===== src/sv/dee_pkg.sv =====
// shared types, constants and helpers of the delta escape encoder
package dee_pkg;

	localparam int unsigned ValueWidth = 64;
	localparam int unsigned ByteCount  = ValueWidth / 8;
	localparam int unsigned IdxWidth   = 4;
	localparam int unsigned CodeWidth  = 3;

	localparam logic [7:0] ESCAPE_BYTE = 8'd127;
	localparam logic signed [ValueWidth:0] SMALL_MIN = -65'sd127;
	localparam logic signed [ValueWidth:0] SMALL_MAX = 65'sd126;

	// byte index of the final byte of a start item: header plus eight value bytes
	localparam logic [IdxWidth-1:0] START_LAST_IDX = IdxWidth'(ByteCount);

	localparam logic [CodeWidth-1:0] CODE_MIN   = 3'd1;
	localparam logic [CodeWidth-1:0] CODE_MAX   = 3'd4;
	localparam logic [CodeWidth-1:0] CODE_RESET = 3'd4;

	// one classified item waiting to be sent as bytes
	typedef struct packed {
		logic [7:0]            head;
		logic [IdxWidth-1:0]   last_idx;
		logic [ValueWidth-1:0] value;
	} item_t;

	// serializer status seen by the top level
	typedef struct packed {
		logic                busy;
		logic [7:0]          head;
		logic [IdxWidth-1:0] last_idx;
	} stat_t;

	// out-of-range codes clamp to the nearest legal width
	function automatic logic [CodeWidth-1:0] effective_code(input logic [CodeWidth-1:0] code);
		logic [CodeWidth-1:0] res;
		res = code;
		if (code < CODE_MIN) begin
			res = CODE_MIN;
		end else if (code > CODE_MAX) begin
			res = CODE_MAX;
		end
		return res;
	endfunction

endpackage


===== src/sv/delta_escape_encoder_top.sv =====
// delta escape encoder: signed 64-bit values in, compressed byte stream out
//
// input channel in_valid/in_ready carries sample and start_stream; output
// channel out_valid/out_ready carries out_byte and last_byte, one byte per
// beat, last_byte high on the final byte of each input item.
// config channel cfg_valid/cfg_data sets width_code (cfg_ready is always
// high); write it only while the encoder is idle.
// a start item gives 9 bytes (header, eight value bytes), a small step gives
// one byte, an escape gives the escape byte plus 1, 2, 4 or 8 value bytes.
// the first byte of an item passes the item register, then the output
// register. throughput: one item per cycle while each gives one byte and
// the receiver does not stall; a longer item holds in_ready low until its
// last byte is emitted, set by the single byte-wide output register. the
// next item is taken in the cycle the previous item's last byte goes into
// the output register. when the receiver stalls the output byte holds and a
// full item register stays full, so in_ready drops until the stall clears.
// reset clears the previous value to zero and width_code to 4.
module delta_escape_encoder_top (
	input  logic        clk,
	input  logic        arst_n,
	input  logic        in_valid,
	output logic        in_ready,
	input  logic [63:0] sample,
	input  logic        start_stream,
	output logic        out_valid,
	input  logic        out_ready,
	output logic [7:0]  out_byte,
	output logic        last_byte,
	input  logic        cfg_valid,
	output logic        cfg_ready,
	input  logic [2:0]  cfg_data
);
	import dee_pkg::*;

	logic [ValueWidth-1:0] prev_q;
	logic [CodeWidth-1:0]  width_q;
	logic                  in_beat;
	item_t                 item;
	stat_t                 stat;

	assign cfg_ready = 1'b1;
	assign in_beat   = in_valid && in_ready;

	always_ff @(posedge clk or negedge arst_n) begin
		if (!arst_n) begin
			width_q <= CODE_RESET;
		end else if (cfg_valid) begin
			width_q <= cfg_data;
		end
	end

	always_ff @(posedge clk or negedge arst_n) begin
		if (!arst_n) begin
			prev_q <= '0;
		end else if (in_beat) begin
			prev_q <= sample;
		end
	end

	dee_classify u_classify (
		.sample       (sample),
		.start_stream (start_stream),
		.prev         (prev_q),
		.width_code   (width_q),
		.item         (item)
	);

	dee_serializer u_serializer (
		.clk       (clk),
		.arst_n    (arst_n),
		.load      (in_beat),
		.item      (item),
		.can_load  (in_ready),
		.out_valid (out_valid),
		.out_ready (out_ready),
		.out_byte  (out_byte),
		.last_byte (last_byte),
		.stat      (stat)
	);

	a_prev_follows: assert property (@(posedge clk) disable iff (!arst_n)
		in_beat |=> prev_q == $past(sample))
		else $error("previous value not updated by accepted beat");

	a_start_item: assert property (@(posedge clk) disable iff (!arst_n)
		in_beat && start_stream |=> stat.busy && stat.last_idx == START_LAST_IDX
			&& stat.head == 8'(effective_code($past(width_q))))
		else $error("start item not loaded as header plus full value");

	a_empty_takes: assert property (@(posedge clk) disable iff (!arst_n)
		!stat.busy |-> in_ready)
		else $error("empty item register refuses input");

endmodule


===== src/sv/dee_classify.sv =====
// difference, range check and header selection for one incoming value
module dee_classify (
	input  logic [63:0]          sample,
	input  logic                 start_stream,
	input  logic [63:0]          prev,
	input  logic [2:0]           width_code,
	output dee_pkg::item_t       item
);
	import dee_pkg::*;

	logic [ValueWidth:0]  diff;
	logic                 is_short;
	logic [CodeWidth-1:0] code;

	// exact difference on sign-extended operands, never wraps
	assign diff     = {sample[ValueWidth-1], sample} - {prev[ValueWidth-1], prev};
	assign is_short = ($signed(diff) >= SMALL_MIN) && ($signed(diff) <= SMALL_MAX);
	assign code     = effective_code(width_code);

	always_comb begin
		item.value = sample;
		priority if (start_stream) begin
			item.head     = 8'(code);
			item.last_idx = START_LAST_IDX;
		end else if (is_short) begin
			item.head     = diff[7:0];
			item.last_idx = '0;
		end else begin
			// escape payload is 1, 2, 4 or 8 bytes
			item.head     = ESCAPE_BYTE;
			item.last_idx = IdxWidth'(1) << (code - CODE_MIN);
		end
	end

endmodule


===== src/sv/dee_serializer.sv =====
// item register and byte output register, one byte per beat
module dee_serializer (
	input  logic            clk,
	input  logic            arst_n,
	input  logic            load,
	input  dee_pkg::item_t  item,
	output logic            can_load,
	output logic            out_valid,
	input  logic            out_ready,
	output logic [7:0]      out_byte,
	output logic            last_byte,
	output dee_pkg::stat_t  stat
);
	import dee_pkg::*;

	logic                valid_s1;
	item_t               item_s1;
	logic [IdxWidth-1:0] idx_q;
	logic                out_valid_q;
	logic [7:0]          out_byte_q;
	logic                last_q;

	logic                out_load;
	logic                emit;
	logic                at_last;
	logic [7:0]          val_bytes [ByteCount];
	logic [7:0]          next_byte;

	always_comb begin
		for (int i = 0; i < ByteCount; i++) begin
			val_bytes[i] = item_s1.value[8*i +: 8];
		end
	end

	assign out_load = !out_valid_q || out_ready;
	assign emit     = valid_s1 && out_load;
	assign at_last  = (idx_q == item_s1.last_idx);
	assign can_load = !valid_s1 || (out_load && at_last);
	// index zero is the head byte, value bytes follow little-endian
	assign next_byte = (idx_q == '0) ? item_s1.head
		: val_bytes[$clog2(ByteCount)'(idx_q - IdxWidth'(1))];

	always_ff @(posedge clk or negedge arst_n) begin
		if (!arst_n) begin
			valid_s1 <= 1'b0;
			idx_q    <= '0;
		end else if (load) begin
			valid_s1 <= 1'b1;
			idx_q    <= '0;
		end else if (emit && at_last) begin
			valid_s1 <= 1'b0;
			idx_q    <= '0;
		end else if (emit) begin
			idx_q <= idx_q + IdxWidth'(1);
		end
	end

	always_ff @(posedge clk) begin
		if (load) begin
			item_s1 <= item;
		end
	end

	always_ff @(posedge clk or negedge arst_n) begin
		if (!arst_n) begin
			out_valid_q <= 1'b0;
		end else if (emit) begin
			out_valid_q <= 1'b1;
		end else if (out_ready) begin
			out_valid_q <= 1'b0;
		end
	end

	always_ff @(posedge clk) begin
		if (emit) begin
			out_byte_q <= next_byte;
			last_q     <= at_last;
		end
	end

	assign out_valid     = out_valid_q;
	assign out_byte      = out_byte_q;
	assign last_byte     = last_q;
	assign stat.busy     = valid_s1;
	assign stat.head     = item_s1.head;
	assign stat.last_idx = item_s1.last_idx;

endmodule

===== config.mk =====
export PLATFORM = sky130hd
export DESIGN_NAME = delta_escape_encoder_top
export DESIGN_NICKNAME = d
export VERILOG_FILES = /design/src/sv/dee_pkg.sv /design/src/sv/delta_escape_encoder_top.sv /design/src/sv/dee_classify.sv /design/src/sv/dee_serializer.sv
export SDC_FILE = /design/constraint.sdc
export NUM_CORES = 1
export LEC_CHECK = 0
export ABC_AREA = 1
export BUFFER_PORTS_ARGS = -buffer_cell sky130_fd_sc_hd__buf_2
export CAP_MARGIN = 20
export CORE_MARGIN = 5
export CORE_UTILIZATION = 45
export CTS_BUF_LIST = sky130_fd_sc_hd__clkbuf_2
export CTS_CLUSTER_SIZE = 30
export DETAILED_ROUTE_END_ITERATION = 7
export SYNTH_ARGS = -nofsm -noshare
export SYNTH_HDL_FRONTEND = slang
export SYNTH_SLANG_ARGS = --single-unit

===== constraint.sdc =====
create_clock -name clk -period 3.43 [get_ports clk]
set_input_delay 0.686 -clock clk [delete_from_list [all_inputs] [get_ports clk]]
set_output_delay 0.686 -clock clk [all_outputs]
set_load 0.03 [all_outputs]

==> flow_summary.yaml, run 1 <==
run_status:
  outcome: "completed"
power:
  power_density_nw_per_um2: 930
  pwr-share-clk: 0.070
  p_switching_uw: 8250
  p_comb_frac: 0.755
  p_sw_frac: 0.521
  seqPwrFrac: 0.176
  irDropWorstVdd_v: 0.000423
  internal-power_uw: 7580
  p_total_uw: 15800
  leakage_uw: 0.00902
global_route:
  met1_usage: 0.469
  grt_max_degree: 109
  grt_util_met3: 0.0410
  grt_pass1_wl_mm: 74.8
  overflow: 0
  use_met2: 0.430
  top_usage_layer: "met1"
  antenna_found_initial: 1
  grt_pass1_vias: 13339
  grt_use_total: 0.296
yosys:
  syn_area_per_cell_sq_um: 6.47
  synth_area_sq_um: 13000
  ys_seq_elements: 158
  syn-num-nets: 2157
  yosysWarnings: 0
  ys.flop_type: "edfxtp_1"
  ys_top_cells_by_area: "nand2_1, edfxtp_1, dfrtp_1, inv_1, ha_1"
  synth_top_area_share: 0.199
  synthArstFlopShare: 0.462
  synthCells: 2016
  synth_seq_area_share: 0.336
  synth-edff-count: 85
  synth_area_leader_cell: "nand2_1"
  synthDistinctLibCells: 46
timing:
  period_needed_ns: 3.31
  hold_violations: 0
  max_freq_mhz: 302
  fin_skew_ns: 0.0386
  fin_crit_sh: 0.965
  setup_viol_count_final: 0
  worstMarginPinSlew_ns: 0.626
  tns_ns: 0
  relSlewSlack: 0.579
  finalMaxSlewViolations: 0
worst_setup_path:
  worstPathMaxFanout: 4
  worst-endpoint-required_ns: 3.98
  max_stage_delay_ns: 0.42
  worstSetupPathType: "register to register"
  slowest_stage: "dfrtp_1"
  crit_top_cell: "nand2_1"
  crit_arrival_ns: 3.86
  cp-end-kind: "register"
  start_kind: "register"
  path_cells: "inv_1 -> ha_2 -> nand2_1 -> inv_1 -> nand2_1 -> nand2_1 -> nand2_1 -> nand2_1 -> buf_4 -> nor2_1 -> nand2_1 -> nand4_1 -> nand3_1 -> buf_4 -> a21oi_1 -> nand2_1 -> nor2_1 -> nand3_4 -> nand2_4 -> nand2_1 -> nand2_1 -> nand2_1"
detailed_routing:
  vias: 14226
  wirelength_mm: 49.2
  postRouteAntennaNets: 0
  wire_per_inst_microns: 17.4
  route.detailed.drc: 0
  vias_per_cell: 5.02
  drt_first_pass_iters: 6
  drt-initial-drc-count: 1364
finish:
  drive_gt1_frac: 0.242
  final_cell_mix: "nand2_1, inv_1, buf_4, nor2_1, o21ai_0"
  area_delta_synth_final_pct: 30.7
  final_net_count: 2575
  final_common_cell: "nand2_1"
  fin_cells: 2832
placed_design:
  gp_congestion: 1.01
  dp.cells: 2792
  io_buffers: 83
  place_hpwl_mm: 41.9
floorplanning:
  dieArea_sq_um: 32500
  fp.dieW_microns: 180
  core-area_sq_um: 28600
  initial_core_util: 0.455
  die_y_microns: 180
  ios: 85
  row_count: 62
run:
  maxCapViolCount: 0
clock_tree:
  cts_sinks: 158
  cts_buffer_depth: 2
  htreeDepth: 4
  clkTransAtPathRegs_ns: 0.28
  cts-root-buf: "clkbuf_2"
  insertion_delay_ns: 0.77
  cts_made_buffers: 17
  cts_tree: "yes"
min_path:
  hold_path.class: "input pin to register"
flip-flops by register name, summed over array words and instances (netlist names):
register and count:
width_q 3, u_serializer.last_byte 1, u_serializer.out_valid 1, prev_q 64, u_serializer.item_s1 64, u_serializer.out_byte 8
u_serializer.valid_s1 1, u_serializer.stat 12, u_serializer.idx_q 4
through the flow:
step | util | area [sq um] | hold WS (ns) | setup slack (ns)
after detailed placement | 0.573 | 16400 | 0.498 | -0.499
after global placement | 0.573 | 16400 | 0.487 | -0.496
final | 0.595 | 17000 | 0.108 | 0.121
after CTS | 0.582 | 16700 | 0.0276 | 0.0281
after global routing | 0.595 | 17000 | 0.0262 | -0.0417
after floorplan | - | 13000 | 0.390 | 0.288
cells by family (layout without fill, tap and decap cells):
logic type,after synthesis,after routing,share of synthesized area
AO/OA/AOI/OAI,243,243,0.103
XOR/XNOR,24,24,0.0161
adder cells (fa/ha/maj),68,68,0.0658
buffers and inverters,395,826,0.115
flip-flops,158,158,0.336
other,1,2,0.000288
AND/OR/NAND/NOR,1127,1127,0.364
path summary, 6_finish.rpt:
check                                              startpoint                                  to  slack (ns)  depth (start not counted)
max in group asynchronous                              arst_n              prev_q[53]$_DFFE_PN0P_        2.40                          3
min in group asynchronous                              arst_n               prev_q[3]$_DFFE_PN0P_        0.34                          2
hold / removal                                      cfg_valid              width_q[2]$_DFFE_PN1P_        0.11                          2
setup / recovery                       prev_q[25]$_DFFE_PN0P_      u_serializer.stat[6]$_DFFE_PP_        0.12                         22
setup reg to reg                       prev_q[25]$_DFFE_PN0P_      u_serializer.stat[6]$_DFFE_PP_        0.12                         22
hold reg to reg            u_serializer.out_valid$_DFFE_PN0P_  u_serializer.out_valid$_DFFE_PN0P_        0.56                          2
cell type report:
type / instances / area (sq um)
flip-flops and latches: 158 / 4380
clock inverters: 15 / 170
inverters: 366 / 1370
fillers: 2818 / 11600
clock buffers: 17 / 85.1
repair buffers: 428 / 3060
well taps: 384 / 480
diodes: 1 / 2.50
multi-input cells: 1463 / 7480
metal layers:
metal  vias to the layer above  routed length (microns)
met5                         -                        0
met4                         0                      716
met3                        39                     3750
met2                       434                    20100
met1                      6572                    24600
li1                       7181                        -
synth_stat cells (8+ instances only):
cell,instances
clkbuf_1,17
o211ai_1,8
nand3b_1,10
buf_2,9
nor2_2,14
o21ai_0,118
nand2_1,692
o22ai_1,8
ha_1,67
nand2_2,25
dfrtp_1,72
o21bai_1,9
xor2_1,17
nor2_1,204
inv_1,360
nand3_1,123
nand4_1,30
nand3_2,10
a21oi_1,73
edfxtp_1,85
power by group through the flow:
stage	combinational, uW	sequential (uW)	clock [uW]
after global placement	11200	2810	0
after CTS	11400	2780	1130
final	12000	2780	1100
after detailed placement	11300	2820	0
after floorplan	6400	2880	0
after global routing	13100	2830	1210
critical path, delay by kind of cell, from the launching register on:
kind | cells | cell delay (ns)
AOI/OAI and AO/OA | 1 | 0.14
adders and majority gates | 1 | 0.31
buffers and inverters | 4 | 0.41
DFF | 1 | 0.42
and+or+nand+nor | 16 | 1.83
timing repair:
| item | 4_1_cts | 5_1_grt |
|---|---|---|
| hold buffers | 1 | 0 |
| pin swaps | 0 | 7 |
| buffers inserted | 0 | 6 |
| setup endpoints to repair | 10 | 12 |
| hold endpoints to repair | 24 | 0 |
| resized for setup | 2 | 80 |
(Power assumes the default switching activity.)
==> run 2: changes to the inputs <==
Settings changed: BUFFER_PORTS_ARGS -buffer_cell sky130_fd_sc_hd__buf_2 to unset, DONT_BUFFER_PORTS set to 1.
==> flow_summary.yaml, run 2 (synthesis gave the netlist of run 1 again) <==
finish:
  multiInputGateArea_sq_um: 7910
  area_delta_synth_final_pct: 31.8
  final_cell_mix: "nand2_1, inv_1, buf_4, nor2_1, o21ai_0"
  seqCellArea_sq_um: 4380
  fin_cells: 2742
  final_common_cell: "nand2_1"
  drive_gt1_frac: 0.212
  layout.filler_cells: 2680
  final_util: 0.600
  final_net_count: 2485
worst_setup_path:
  slowest_stage: "dlygate4sd3_1"
  crit_top_cell: "nand2_1"
  reg2regPathDepth: 21
  crit_arrival_ns: 4.00
  worstSetupPathType: "input pin to register"
  reg2reg_from: "prev_q[41]$_DFFE_PN0P_"
  worstPathMaxFanout: 5
  r2r_setup_slack_ns: 0.10
  start_kind: "input pin"
  max_stage_delay_ns: 0.55
  startpoint: "sample[0]"
  worst-endpoint-required_ns: 4.09
  cp-end-kind: "register"
global_route:
  grt_use_total: 0.304
  grt_pass1_vias: 13297
  grt_pass1_wl_mm: 75.7
  grt_max_degree: 109
  overflow: 0
  antenna_found_initial: 6
placed_design:
  place_hpwl_mm: 39.1
  place_ws_ns: -0.417
  dp.cells: 2628
  io_buffers: 0
  gp_congestion: 0.968
floorplanning:
  core-area_sq_um: 28600
  ios: 85
  die_y_microns: 180
  row_count: 62
  dieArea_sq_um: 32500
  initial_core_util: 0.455
  fp.dieW_microns: 180
clock_tree:
  insertion_delay_ns: 0.89
  cts_sinks: 158
  cts_made_buffers: 17
  cts-root-buf: "clkbuf_2"
  cts_buffer_depth: 2
  htreeDepth: 4
  cts_tree: "yes"
  clkTransAtPathRegs_ns: 0.27
detailed_routing:
  route.detailed.drc: 0
  wirelength_mm: 50.9
  vias: 14291
  wire_per_inst_microns: 18.6
  drt-initial-drc-count: 1582
  drt_first_pass_iters: 6
  vias_per_cell: 5.21
  postRouteAntennaNets: 0
min_path:
  hold_depth: 2
  hold_path.class: "input pin to register"
  hold_start: "start_stream"
timing:
  worstMarginPinSlew_ns: 0.591
  fin_crit_sh: 0.974
  relSlewSlack: 0.606
  setup_slack_ns: 0.0886
  period_needed_ns: 3.34
  fin_skew_ns: 0.0789
  tns_ns: 0
  finalMaxSlewViolations: 0
  max_freq_mhz: 299
  setup_viol_count_final: 0
  hold_violations: 0
power:
  p_total_uw: 16100
  power_density_nw_per_um2: 938
  leakage_uw: 0.00865
  irDropWorstVdd_v: 0.000459
run:
  maxCapViolCount: 0
run_status:
  outcome: "completed"
run 2: cell types whose count changed in the layout (fill, tap and decap cells not counted), sizes merged:
cell         previous run  this run
buf                   427       266
dlygate4sd3             1        72
bufinv                  1         2
clkbuf                 17        18
clkinv                  6         5
inv                   373       372
run 2: worst paths after layout:
kind | end
max in group asynchronous | prev_q[36]$_DFFE_PN0P_
setup reg to reg | u_serializer.stat[4]$_DFFE_PP_
setup / recovery | u_serializer.stat[4]$_DFFE_PP_
hold / removal | u_serializer.stat[3]$_SDFFCE_PP1P_
min in group asynchronous | prev_q[4]$_DFFE_PN0P_
hold reg to reg | prev_q[35]$_DFFE_PN0P_
run 2: cell type report:
class | count | share of cell area
multi-input combinational | 1463 | 0.460
sequential | 158 | 0.255
timing repair buffer | 338 | 0.161
inverter | 366 | 0.0800
tap | 384 | 0.0280
clock inverter | 14 | 0.0102
clock buffer | 18 | 0.00524
antenna | 1 | 0.000146
run 2: metrics by stage:
step | cell area [sq um] | hold WS (ns)
2_1_floorplan | 13000 | 0.390
3_3_place_gp | 15400 | 0.393
3_5_place_dp | 15400 | 0.393
4_1_cts | 16400 | 0.000229
5_1_grt | 17200 | 0.0627
6_report | 17200 | 0.121
run 2: where the power goes:
group / total, uW / switching (uW) / internal [uW]
registers: 2910 / 296 / 2610
logic: 12000 / 7290 / 4740
clock network: 1170 / 802 / 371
total: 16100 / 8390 / 7720
run 2: worst max-delay path, delay by kind of cell:
family | cells | cell delay (ns)
and+or+nand+nor | 21 | 2.08
adders and majority gates | 2 | 0.54
buffers and inverters | 3 | 0.69
run 2: timing repair:
| item | in CTS | in global routing |
|---|---|---|
| endpoints found under the setup margin | 9 | 12 |
| pin swaps | 2 | 29 |
| hold buffers | 73 | 0 |
| buffers inserted | 0 | 8 |
| resized for setup | 5 | 165 |
| endpoints found under the hold margin | 213 | 0 |
run 2: per-layer routing:
| layer | wire (microns) | up-vias | GRT usage | part of all wire |
|---|---|---|---|---|
| met2 | 21300 | 571 | 0.438 | 0.42 |
| met1 | 23600 | 6640 | 0.449 | 0.46 |
| met4 | 1060 | 4 | 0.0789 | 0.021 |
| met3 | 4870 | 65 | 0.0840 | 0.096 |
| li1 | - | 7011 | - | - |
| met5 | 26 | - | 0 | 0.00051 |
==> run 3: changes to the inputs <==
Settings changed: ABC_AREA 1 to unset.
==> flow_summary.yaml, run 3 <==
run_status:
  outcome: "finished, violations left"
  violations: "negative setup slack"
global_route:
  antenna_found_initial: 8
  overflow: 0
  grt_pass1_wl_mm: 80.9
  grt_max_degree: 74
  grt_pass1_vias: 13291
  grt_use_total: 0.344
timing:
  hold_violations: 0
  fin_skew_ns: 0.0740
  setup_slack_ns: -0.846
  max_freq_mhz: 234
  worstMarginPinSlew_ns: 0.772
  period_needed_ns: 4.28
  setup_viol_count_final: 12
  tns_ns: -9.60
  rsz0062_at_grt: "true"
  finalMaxSlewViolations: 0
  fin_crit_sh: 1.25
  relSlewSlack: 0.485
min_path:
  hold_start: "out_ready"
  hold_path.class: "input pin to register"
yosys:
  syn-num-nets: 1601
  ys_top_cells_by_area: "edfxtp_1, dfrtp_1, ha_1, nand2_1, o21ai_0"
  synth_common_cells: "nand2_1, o21ai_0, a21oi_1, nor2_1, inv_1"
  ys_seq_elements: 158
  ys.flop_type: "edfxtp_1"
  syn_area_per_cell_sq_um: 8.56
  yosysWarnings: 0
  synth_most_common_cell: "nand2_1"
  synth_top_area_share: 0.204
  synth_area_leader_cell: "edfxtp_1"
  synthCells: 1460
  synth-edff-count: 85
  synthDistinctLibCells: 84
  synth_seq_area_share: 0.350
  synth_area_sq_um: 12500
  synthArstFlopShare: 0.462
floorplanning:
  die_y_microns: 177
  ios: 85
  core-area_sq_um: 27600
  initial_core_util: 0.453
  dieArea_sq_um: 31200
  fp.dieW_microns: 177
  row_count: 61
placed_design:
  io_buffers: 0
  dp.cells: 2235
  place_hpwl_mm: 41.0
  gp_congestion: 0.969
  place_area_sq_um: 16400
worst_setup_path:
  r2r_setup_slack_ns: -0.85
  crit_arrival_ns: 4.83
  cp-end-kind: "register"
  worstPathMaxFanout: 6
  critPathTopFamily: "simple AND/OR/NAND/NOR gates"
  max_stage_delay_ns: 0.54
  worstSetupPathType: "register to register"
  worst-endpoint-required_ns: 3.98
  path_buf_inv: 4
  start_kind: "register"
  reg2reg_from: "prev_q[4]$_DFFE_PN0P_"
  path_cells: "inv_1 -> ha_1 -> a21oi_2 -> and2_4 -> buf_4 -> buf_4 -> a211oi_4 -> buf_6 -> or4_4 -> a222oi_1 -> and4b_1 -> nand4_1 -> or4b_4 -> or4_4 -> nor4_4 -> a311oi_1"
  startpoint: "prev_q[4]$_DFFE_PN0P_"
  slowest_stage: "or4b_4"
clock_tree:
  clkTransAtPathRegs_ns: 0.28
  cts_buffer_depth: 2
  htreeDepth: 4
  cts_tree: "yes"
  cts_sinks: 158
  cts_made_buffers: 17
  cts-root-buf: "clkbuf_2"
  insertion_delay_ns: 0.84
finish:
  area_delta_synth_final_pct: 50.2
  multiInputGateArea_sq_um: 8670
  final_common_cell: "buf_4"
  final_cell_area_sq_um: 18800
  final_cell_mix: "buf_4, nand2_1, o21ai_0, nor2_1, edfxtp_1"
  final_net_count: 2137
  layout.filler_cells: 2353
  fin_cells: 2389
  drive_gt1_frac: 0.377
  seqCellArea_sq_um: 4380
detailed_routing:
  vias: 13991
  postRouteAntennaNets: 0
  drt_first_pass_iters: 6
  vias_per_cell: 5.86
  route.detailed.drc: 0
  drt-initial-drc-count: 1497
  wire_per_inst_microns: 22.8
  wirelength_mm: 54.4
power:
  p_total_uw: 19700
  power_density_nw_per_um2: 1050
  leakage_uw: 0.00788
  irDropWorstVdd_v: 0.000476
run:
  maxCapViolCount: 0
run 3: metrics by stage:
stage / util / hold WS [ns] / setup WS, ns
finish: 0.680 / 0.0588 / -0.846
global route: 0.680 / 0.00884 / -0.967
CTS: 0.658 / 0.00249 / -0.839
detailed placement: 0.593 / 0.395 / -1.43
global placement: 0.593 / 0.393 / -1.42
floorplan: - / 0.390 / -0.985
run 3: final timing paths:
check                                                     end  cells past startpoint
max                        u_serializer.stat[3]$_SDFFCE_PP1P_                     16
min reg2reg                u_serializer.out_valid$_DFFE_PN0P_                      1
max reg2reg                u_serializer.stat[3]$_SDFFCE_PP1P_                     16
min in group asynchronous              prev_q[49]$_DFFE_PN0P_                      2
min                        u_serializer.out_valid$_DFFE_PN0P_                      2
max in group asynchronous              width_q[2]$_DFFE_PN1P_                      2
run 3: layer usage:
metal | up-vias | global-route usage | share of wire
li1 | 6527 | - | -
met4 | 4 | 0.0867 | 0.024
met2 | 597 | 0.515 | 0.43
met1 | 6785 | 0.516 | 0.46
met5 | - | 0 | 0.00048
met3 | 78 | 0.0596 | 0.087
run 3: power breakdown:
part	switching [uW]	internal, uW
registers	315	2590
logic	8210	7500
clock network	834	209
run 3: cell families (layout without fill, tap and decap cells):
kind of cell | Yosys count | count (layout) | synth area share
AND/OR/NAND/NOR | 554 | 554 | 0.225
AO/OA/AOI/OAI | 428 | 428 | 0.220
buffers and inverters | 162 | 711 | 0.0514
flip-flops | 158 | 158 | 0.350
adder cells (fa/ha/maj) | 68 | 68 | 0.0686
XOR/XNOR | 45 | 45 | 0.0315
multiplexers | 44 | 44 | 0.0523
other | 1 | 3 | 0.000300
run 3: repair_timing:
action,4_1_cts,5_1_grt
buffers inserted,28,19
endpoints found under the setup margin,12,12
hold buffers,70,7
pin swaps,58,44
gates resized for setup,124,80
hold endpoints to repair,200,7
run 3: final cells by class:
| type | instances | share of cell area |
|---|---|---|
| repair buffers | 591 | 0.251 |
| multi-input cells | 1140 | 0.462 |
| clock inverters | 14 | 0.00586 |
| clock buffers | 18 | 0.00480 |
| diodes | 2 | 0.000266 |
| flip-flops and latches | 158 | 0.233 |
| well taps | 378 | 0.0252 |
| inverters | 88 | 0.0179 |
